<file path="config.mk">
export PLATFORM = sky130hd
export DESIGN_NAME = dhfk_cordic_cell
export DESIGN_NICKNAME = d
export VERILOG_FILES = /design/src/rtl/core/dh_forward_kinematics_6link_core_macros.svh /design/src/rtl/core/dhfk_pkg.sv /design/src/rtl/core/dhfk_cordic_cell.sv
export SDC_FILE = /design/constraint.sdc
export NUM_CORES = 2
export LEC_CHECK = 0
export ABC_CLOCK_PERIOD_IN_PS = 20800
export BUFFER_PORTS_ARGS = -buffer_cell sky130_fd_sc_hd__buf_2
export CORE_AREA = 2 2 559 561
export CTS_BUF_LIST = sky130_fd_sc_hd__clkbuf_8
export DETAILED_ROUTE_END_ITERATION = 10
export DIE_AREA = 0 0 561 563
export GPL_TIMING_DRIVEN = 0
export PLACE_DENSITY_LB_ADDON = 0.12
export SYNTH_ARGS = -nofsm -noshare
export SYNTH_HDL_FRONTEND = slang
export SYNTH_SLANG_ARGS = --single-unit
</file>
<file path="constraint.sdc">
create_clock -name clk_i -period 20.8 [get_ports clk_i]
set_clock_uncertainty 0.2 [all_clocks]
set_input_delay 1.04 -clock clk_i [delete_from_list [all_inputs] [get_ports clk_i]]
set_output_delay 1.04 -clock clk_i [all_outputs]
set_load 0.02 [all_outputs]
</file>
<file path="src/rtl/core/dh_forward_kinematics_6link_core_macros.svh">
// Assertion macros shared by the forward kinematics core.
`ifndef DH_FORWARD_KINEMATICS_6LINK_CORE_MACROS_SVH
`define DH_FORWARD_KINEMATICS_6LINK_CORE_MACROS_SVH

// Check a consequence in the same cycle as its cause.
`define DHFK_ASSERT_IMP(lbl, ante, cons, msg) \
  lbl: assert property (@(posedge clk_i) disable iff (!rst_ni) (ante) |-> (cons)) \
    else $error(msg);

// Check a consequence in the cycle after its cause.
`define DHFK_ASSERT_NXT(lbl, ante, cons, msg) \
  lbl: assert property (@(posedge clk_i) disable iff (!rst_ni) (ante) |=> (cons)) \
    else $error(msg);

`endif

</file>
<file path="src/rtl/core/dhfk_pkg.sv">
// Types, constants and helpers for the forward kinematics core.
`timescale 1ns / 1ps
`default_nettype none
package dhfk_pkg;

  localparam int ANG_W    = 16;
  localparam int LEN_W    = 24;
  localparam int ROT_W    = 33;             // Q30 trig and rotation values, with headroom
  localparam int POS_W    = 30;             // Q16 positions, with headroom
  localparam int Z_W      = 32;             // Q28 residual angle
  localparam int OROT_W   = 18;
  localparam int PRR_W    = 2 * ROT_W;
  localparam int PRD_W    = ROT_W + LEN_W;
  localparam int PRP_W    = ROT_W + POS_W;
  localparam int SUM_W    = PRR_W + 2;
  localparam int N_LANES  = 7;
  localparam int N_STEPS  = 28;
  localparam int N_LINKS  = 6;
  localparam int CFG_IDX_W = 3;

  localparam longint ONE_Q30      = 64'sd1073741824;
  localparam longint HALF_Q30     = 64'sd536870912;
  localparam longint GAIN_Q30     = 64'sd652032874;
  localparam longint PI_Q28       = 64'sd843314857;
  localparam longint HALF_PI_Q28  = 64'sd421657428;
  localparam longint ROT_LIMIT    = 64'sd65536;
  localparam longint POS_MAX      = 64'sd8388607;
  localparam longint POS_MIN      = -64'sd8388608;

  // lane order through the sine/cosine chain
  localparam int LN_SHOULDER = 0;
  localparam int LN_ELBOW    = 1;
  localparam int LN_ROLL     = 2;
  localparam int LN_WRIST    = 3;
  localparam int LN_GRASP    = 4;
  localparam int LN_TW12     = 5;
  localparam int LN_TW23     = 6;

  typedef enum logic [CFG_IDX_W-1:0] {
    CFG_TWIST12  = 3'd0,
    CFG_TWIST23  = 3'd1,
    CFG_LINK3LEN = 3'd2,
    CFG_WRISTLEN = 3'd3,
    CFG_TOOLOFF  = 3'd4
  } cfg_idx_e;

  typedef logic signed [ROT_W-1:0] trig_t;
  typedef logic signed [Z_W-1:0]   zang_t;
  typedef logic signed [POS_W-1:0] pos_t;
  typedef logic signed [LEN_W-1:0] len_t;

  typedef struct {
    trig_t x [N_LANES];
    trig_t y [N_LANES];
    zang_t z [N_LANES];
    logic  flip [N_LANES];
    logic  arm;
    len_t  ins;
  } cordic_t;

  typedef struct {
    trig_t ct;
    trig_t st;
    trig_t ca;
    trig_t sa;
    len_t  a;
    len_t  d;
  } link_t;

  typedef struct {
    trig_t r [3][3];
    pos_t  p [3];
  } pose_t;

  typedef struct {
    pose_t pose;
    link_t links [N_LINKS];
  } chain_t;

  // arctangent of 2^-i in Q28
  function automatic zang_t atan_q28(int unsigned i);
    zang_t t;
    unique case (i)
      0: t = Z_W'(210828714);
      1: t = Z_W'(124459457);
      2: t = Z_W'(65760959);
      3: t = Z_W'(33381290);
      4: t = Z_W'(16755422);
      5: t = Z_W'(8385879);
      6: t = Z_W'(4193963);
      7: t = Z_W'(2097109);
      8: t = Z_W'(1048571);
      9: t = Z_W'(524287);
      default: t = Z_W'(64'sd1 <<< (28 - i));
    endcase
    return t;
  endfunction

  // shift a Q60 value back to Q30, rounding half up
  function automatic logic signed [SUM_W-1:0] rnd30(logic signed [SUM_W-1:0] v);
    logic signed [SUM_W-1:0] t;
    t = (v + SUM_W'(HALF_Q30)) >>> 30;
    return t;
  endfunction

endpackage
`default_nettype wire

</file>
<file path="src/rtl/core/dhfk_cordic_cell.sv">
// One rotation-mode CORDIC iteration over all angle lanes.
`timescale 1ns / 1ps
`default_nettype none
module dhfk_cordic_cell import dhfk_pkg::*; #(
  parameter int STEP = 0
) (
  input  wire logic    clk_i,
  input  wire logic    rst_ni,
  input  wire logic    valid_i,
  output logic         ready_o,
  input  wire cordic_t data_i,
  output logic         valid_o,
  input  wire logic    ready_i,
  output cordic_t      data_o
);

  localparam zang_t ATAN = atan_q28(STEP);

  logic    v_q;
  logic    adv;
  cordic_t d_d, d_q;

  assign adv     = !v_q || ready_i;
  assign ready_o = adv;
  assign valid_o = v_q;
  assign data_o  = d_q;

  // rotate every lane toward zero residual angle
  always_comb begin
    d_d = data_i;
    for (int l = 0; l < N_LANES; l++) begin
      if (data_i.z[l] >= 0) begin
        d_d.x[l] = data_i.x[l] - (data_i.y[l] >>> STEP);
        d_d.y[l] = data_i.y[l] + (data_i.x[l] >>> STEP);
        d_d.z[l] = data_i.z[l] - ATAN;
      end else begin
        d_d.x[l] = data_i.x[l] + (data_i.y[l] >>> STEP);
        d_d.y[l] = data_i.y[l] - (data_i.x[l] >>> STEP);
        d_d.z[l] = data_i.z[l] + ATAN;
      end
    end
  end

  always_ff @(posedge clk_i or negedge rst_ni) begin
    if (!rst_ni) begin
      v_q <= 1'b0;
    end else if (adv) begin
      v_q <= valid_i;
    end
  end

  always_ff @(posedge clk_i) begin
    if (adv && valid_i) begin
      d_q <= d_d;
    end
  end

endmodule
`default_nettype wire

</file>
# Word-level counts from Yosys, hierarchy flattened
# Index checks and enable logic that the tools add are counted.
classes:
  addsub: 35
  order_cmp: 7
  n_mux: 21
  n_reduce_logical: 3
ops:
  columns: ["cell", "n"]
  rows:
  - ["$mux W33", 14]
  - ["$sub A33 B33 Y33", 14]
  - ["$add A33 B33 Y33", 7]
  - ["$add A32 B29 Y32 const B", 7]
  - ["$ge A32 B1 Y1 const B", 7]
  - ["$mux W32", 7]
  - ["$sub A32 B29 Y32 const B", 7]
  - ["$logic_and A1 B1 Y1", 1]
  - ["$logic_not A1 Y1", 1]
  - ["$logic_or A1 B1 Y1", 1]
word_totals:
  reg_bits: 719
  inputBits: 722
  output_inout_bits: 720
  word_cells: 97

# Depth between registers and ports, before layout
depth:
  ltp_word: 3
  ltp_mapped: 15
  depth_no_buf: 13

# Worst setup path after synthesis
# Ideal clock, no wire load.
synth_timing:
  kind: "input port to flip-flop"
  from: "input ready_i"
  to: "register d_q (netlist bit data_o[0]) (enable)"
  setup_time_ns: 1.169
  arrival_ns: 17.351
  t_required_ns: 19.431
  setup_slack_ns: 2.080
  path_stages: 2
  path_buffers: 0
  cell_sequence: "nand2b_1 and2_1"
synth_via:
  elab_chain_len: 2
synth_rtl:
  columns: ["item", "line", "source"]
  rows:
  - ["start, declared", "dhfk_cordic_cell.sv:13", "input wire logic ready_i,"]
  - ["$logic_or A1 B1 Y1", "dhfk_cordic_cell.sv:23", "assign adv = !v_q || ready_i;"]
  - ["$logic_and A1 B1 Y1", "dhfk_cordic_cell.sv:53", "if (adv && valid_i) begin"]
  - ["end signal, assigned", "dhfk_cordic_cell.sv:54", "d_q <= d_d;"]
  - ["end, declared", "dhfk_cordic_cell.sv:21", "cordic_t d_d, d_q;"]
# No other way between the ends.
# A chain may end at the register's enable or synchronous reset.

==> out/metrics.yaml <==
worst_setup_path:
  r2r_slack_ns: 17.84
  crit_arrival_ns: 6.35
  startpoint: "data_i[255]"
  crit_end: "data_o[252]"
  rr_endpoint: "data_o[266]"
  crit_slowest_cell: "clkinv_1"
  max_stage_delay_ns: 0.82
  endpoint_kind: "flop"
  start_kind: "input port"
  cp_max_fo: 24
  cp_cell_sequence: "clkbuf_1 > clkinv_1 > clkbuf_2 > ha_1 > a21o_1 > a21oi_1 > o21ai_0 > a31o_2 > a31o_2 > a21oi_1 > o21ai_0 > and3_1 > a311oi_1 > xnor2_1"
  critPathRequiredTime_ns: 21.27
  rr_worst_depth: 6
  worstSetupPathType: "input port to flop"
  timing.rr.start: "valid_o"
route:
  route.met2.wl_um: 171000
  drt-met1-wl_um: 144000
  drt-vias-per-instance: 4.91
  dr.pass1.iters: 6
  postRouteAntennaNets: 0
  wl_per_cell_um: 26.3
  drc_errors: 0
  wl_met3_um: 33000
  vias: 67748
  top_layer_used: "met5"
  wl_um: 363000
  drtIter0Drc: 4936
final_layout:
  drive_above_1_share_pct: 18.6
  final_util_pct: 27.3
  stdcell_count: 13788
  nNetsFinal: 11077
  area_growth_syn_to_layout_pct: 24.3
cts:
  cts-root-buf: "clkbuf_8"
  cts_resized: 0
  clock_sinks: 712
  clockBufferDepth: 4
  htreeDepth: 4
  clkSlewWorstSetupHoldPaths_ns: 0.06
  postCtsSetupBuffers: 0
  tritoncts: "built"
  clk_latency_ns: 0.93
  numCtsBuffers: 167
grt:
  grt_pass1_vias: 67083
  grt_usage_pct: 21.8
  grt_max_degree: 67
  grt_pass1_wl_um: 502000
  grt-ovfl-total: 0
  antenna_found_initial: 251
yosys:
  synthFlopType: "edfxtp_1"
  ys_types: 89
  ys_ff_latch: 712
  synth_edf_count: 711
  yosysTopAreaCellShare_pct: 31.3
  netlist_top_cells_area: "edfxtp_1 (31%), ha_1 (16%), a21oi_1 (6.6%)"
  synth_largest_area_cell: "edfxtp_1"
  synthArstFlopShare_pct: 0.140
  synth_nets: 9414
  syn_inst: 7789
  ys_seq_area_share_pct: 31.3
  netlist_area_sq_um: 68200
  syn_area_per_cell_sq_um: 8.76
  yosys_warnings: 0
placement:
  port_buffers: 1437
  gp_congestion: 0.937
  placed_cells: 13384
  hpwlAfterDp_um: 304000
  dp_worst_setup_slack_ns: 14.12
pwr:
  leakagePower_uw: 0.0374
  ir_drop_mv: 0.0463
  power.density_nw_per_um2: 69.2
floorplan:
  die_h_um: 563
  start_util_pct: 22.0
  dieWidth_um: 561
  pin_count: 1442
  core_area_sq_um: 310000
  num_rows: 205
  die_area_sq_um: 316000
hold_path:
  hp-class: "input port to flop"
  min_from: "data_i[18]"
status:
  status: "finished clean"
sta:
  hold_slack_ns: 0.152
  max_freq_mhz: 170
  fin_crit_sh_pct: 28.3
  rsz0062_at_grt: "false"
  setup_viol: 0
  drv_slew: 0
  post-route-min-period_ns: 5.88
  worst_pin_slew_ns: 1.30
  fin_ws_ns: 14.92
  maxSlewHeadroom_pct: 12.4
  hold_viol: 0
flow_run:
  max_cap_viol_count: 0
## layout by cell type (no fill, tap or decap), types with 107 or more instances in the layout
cell | synthesis | routed
xnor2_1 | 513 | 513
edfxtp_1 | 711 | 711
ha_1 | 875 | 875
a21o_1 | 265 | 265
inv_1 | 753 | 795
nand2_1 | 380 | 380
buf_2 | 16 | 1458
clkbuf_8 | 0 | 169
o21ai_0 | 498 | 498
xor2_1 | 107 | 107
o21bai_1 | 176 | 176
a21oi_1 | 899 | 899
clkbuf_1 | 236 | 232
nor3_1 | 154 | 154
nor2_1 | 645 | 645
## flip-flops by register name (all words and copies together) (netlist names)
| name | count |
|---|---|
| data_o | 711 |
| valid_o | 1 |
## power by group
part | total [uW] | internal (uW) | leakage, uW | switching (uW)
Combinational | 2290 | 758 | 0.0289 | 1530
Sequential | 1890 | 1830 | 0.00678 | 59.9
Clock | 1690 | 889 | 0.00176 | 797
## stage by stage
step	power (uW)	setup TNS [ns]	instance area, sq um
after floorplan	3340	0	68200
after CTS	5980	0	84600
final	5870	0	84800
after detailed placement	4200	0	81100
after global placement	4300	-5905.16	80600
after global routing	6210	0	84700
## cell usage after synthesis, types with 30 or more instances
cell type and number:
a211oi_1 86, a21o_1 265, a21oi_1 899, a221oi_1 31, a31oi_1 60, and2_1 31
buf_1 45, clkbuf_1 236, edfxtp_1 711, ha_1 875, inv_1 753, mux2i_1 90
nand2_1 380, nand2b_1 79, nand3_1 104, nand4_1 69, nor2_1 645, nor2b_1 104
nor3_1 154, nor4_1 48, o211ai_1 48, o21a_1 79, o21ai_0 498, o21bai_1 176
o31ai_1 78, or2_2 30, or3_1 44, xnor2_1 513, xor2_1 107
## how the worst min path moves through the flow
stage                 end  slack, ns  cells past startpoint
6_report       data_o[18]       0.15                      1
5_1_grt        data_o[18]       0.05                      1
4_1_cts           valid_o       0.04                      2
3_5_place_dp      valid_o       0.34                      2
3_3_place_gp      valid_o       0.30                      2
2_1_floorplan     valid_o       0.54                      0
## logic make-up (layout without fill, tap and decap cells)
kind of cell,count (synthesis),count (layout),share of synthesized area (%)
other,0,75,0
muxes,93,93,1.37
and+or+nand+nor,1780,1780,12.3
buffers and inverters,1081,2865,6.02
DFF,712,712,31.3
AOI/OAI and AO/OA,2600,2600,24.2
adders and majority gates,903,903,16.9
xor gates and xnor gates,620,620,7.96
## layout make-up
| type | count | area, sq um |
|---|---|---|
| Timing Repair Buffer | 1494 | 8020 |
| Fill cell | 34072 | 226000 |
| Antenna cell | 75 | 188 |
| Clock buffer | 169 | 2330 |
| Inverter | 776 | 2910 |
| Buffer | 305 | 1200 |
| Clock inverter | 121 | 827 |
| Sequential cell | 712 | 21400 |
| Multi-Input combinational cell | 5996 | 42800 |
| Tap cell | 4140 | 5180 |
## timing repair
item / CTS / global route
endpoints found under the hold margin: 39 / 0
hold buffers: 39 / 0
setup endpoints to repair: 0 / 0
## worst max-delay path: cells and delay by family
family,cells,cell delay [ns]
AND/OR/NAND/NOR,1,0.28
adder cells (fa/ha/maj),1,0.53
XOR/XNOR,1,0.11
buffers and inverters,3,2.20
AO/OA/AOI/OAI,8,2.16
## per-layer routing
| metal | track usage [%] | vias up |
|---|---|---|
| met5 | 0 | - |
| met1 | 25.3 | 32736 |
| met2 | 37.3 | 2624 |
| met3 | 7.39 | 744 |
| met4 | 7.74 | 118 |
| li1 | - | 31526 |
(Power assumes the default switching activity.)
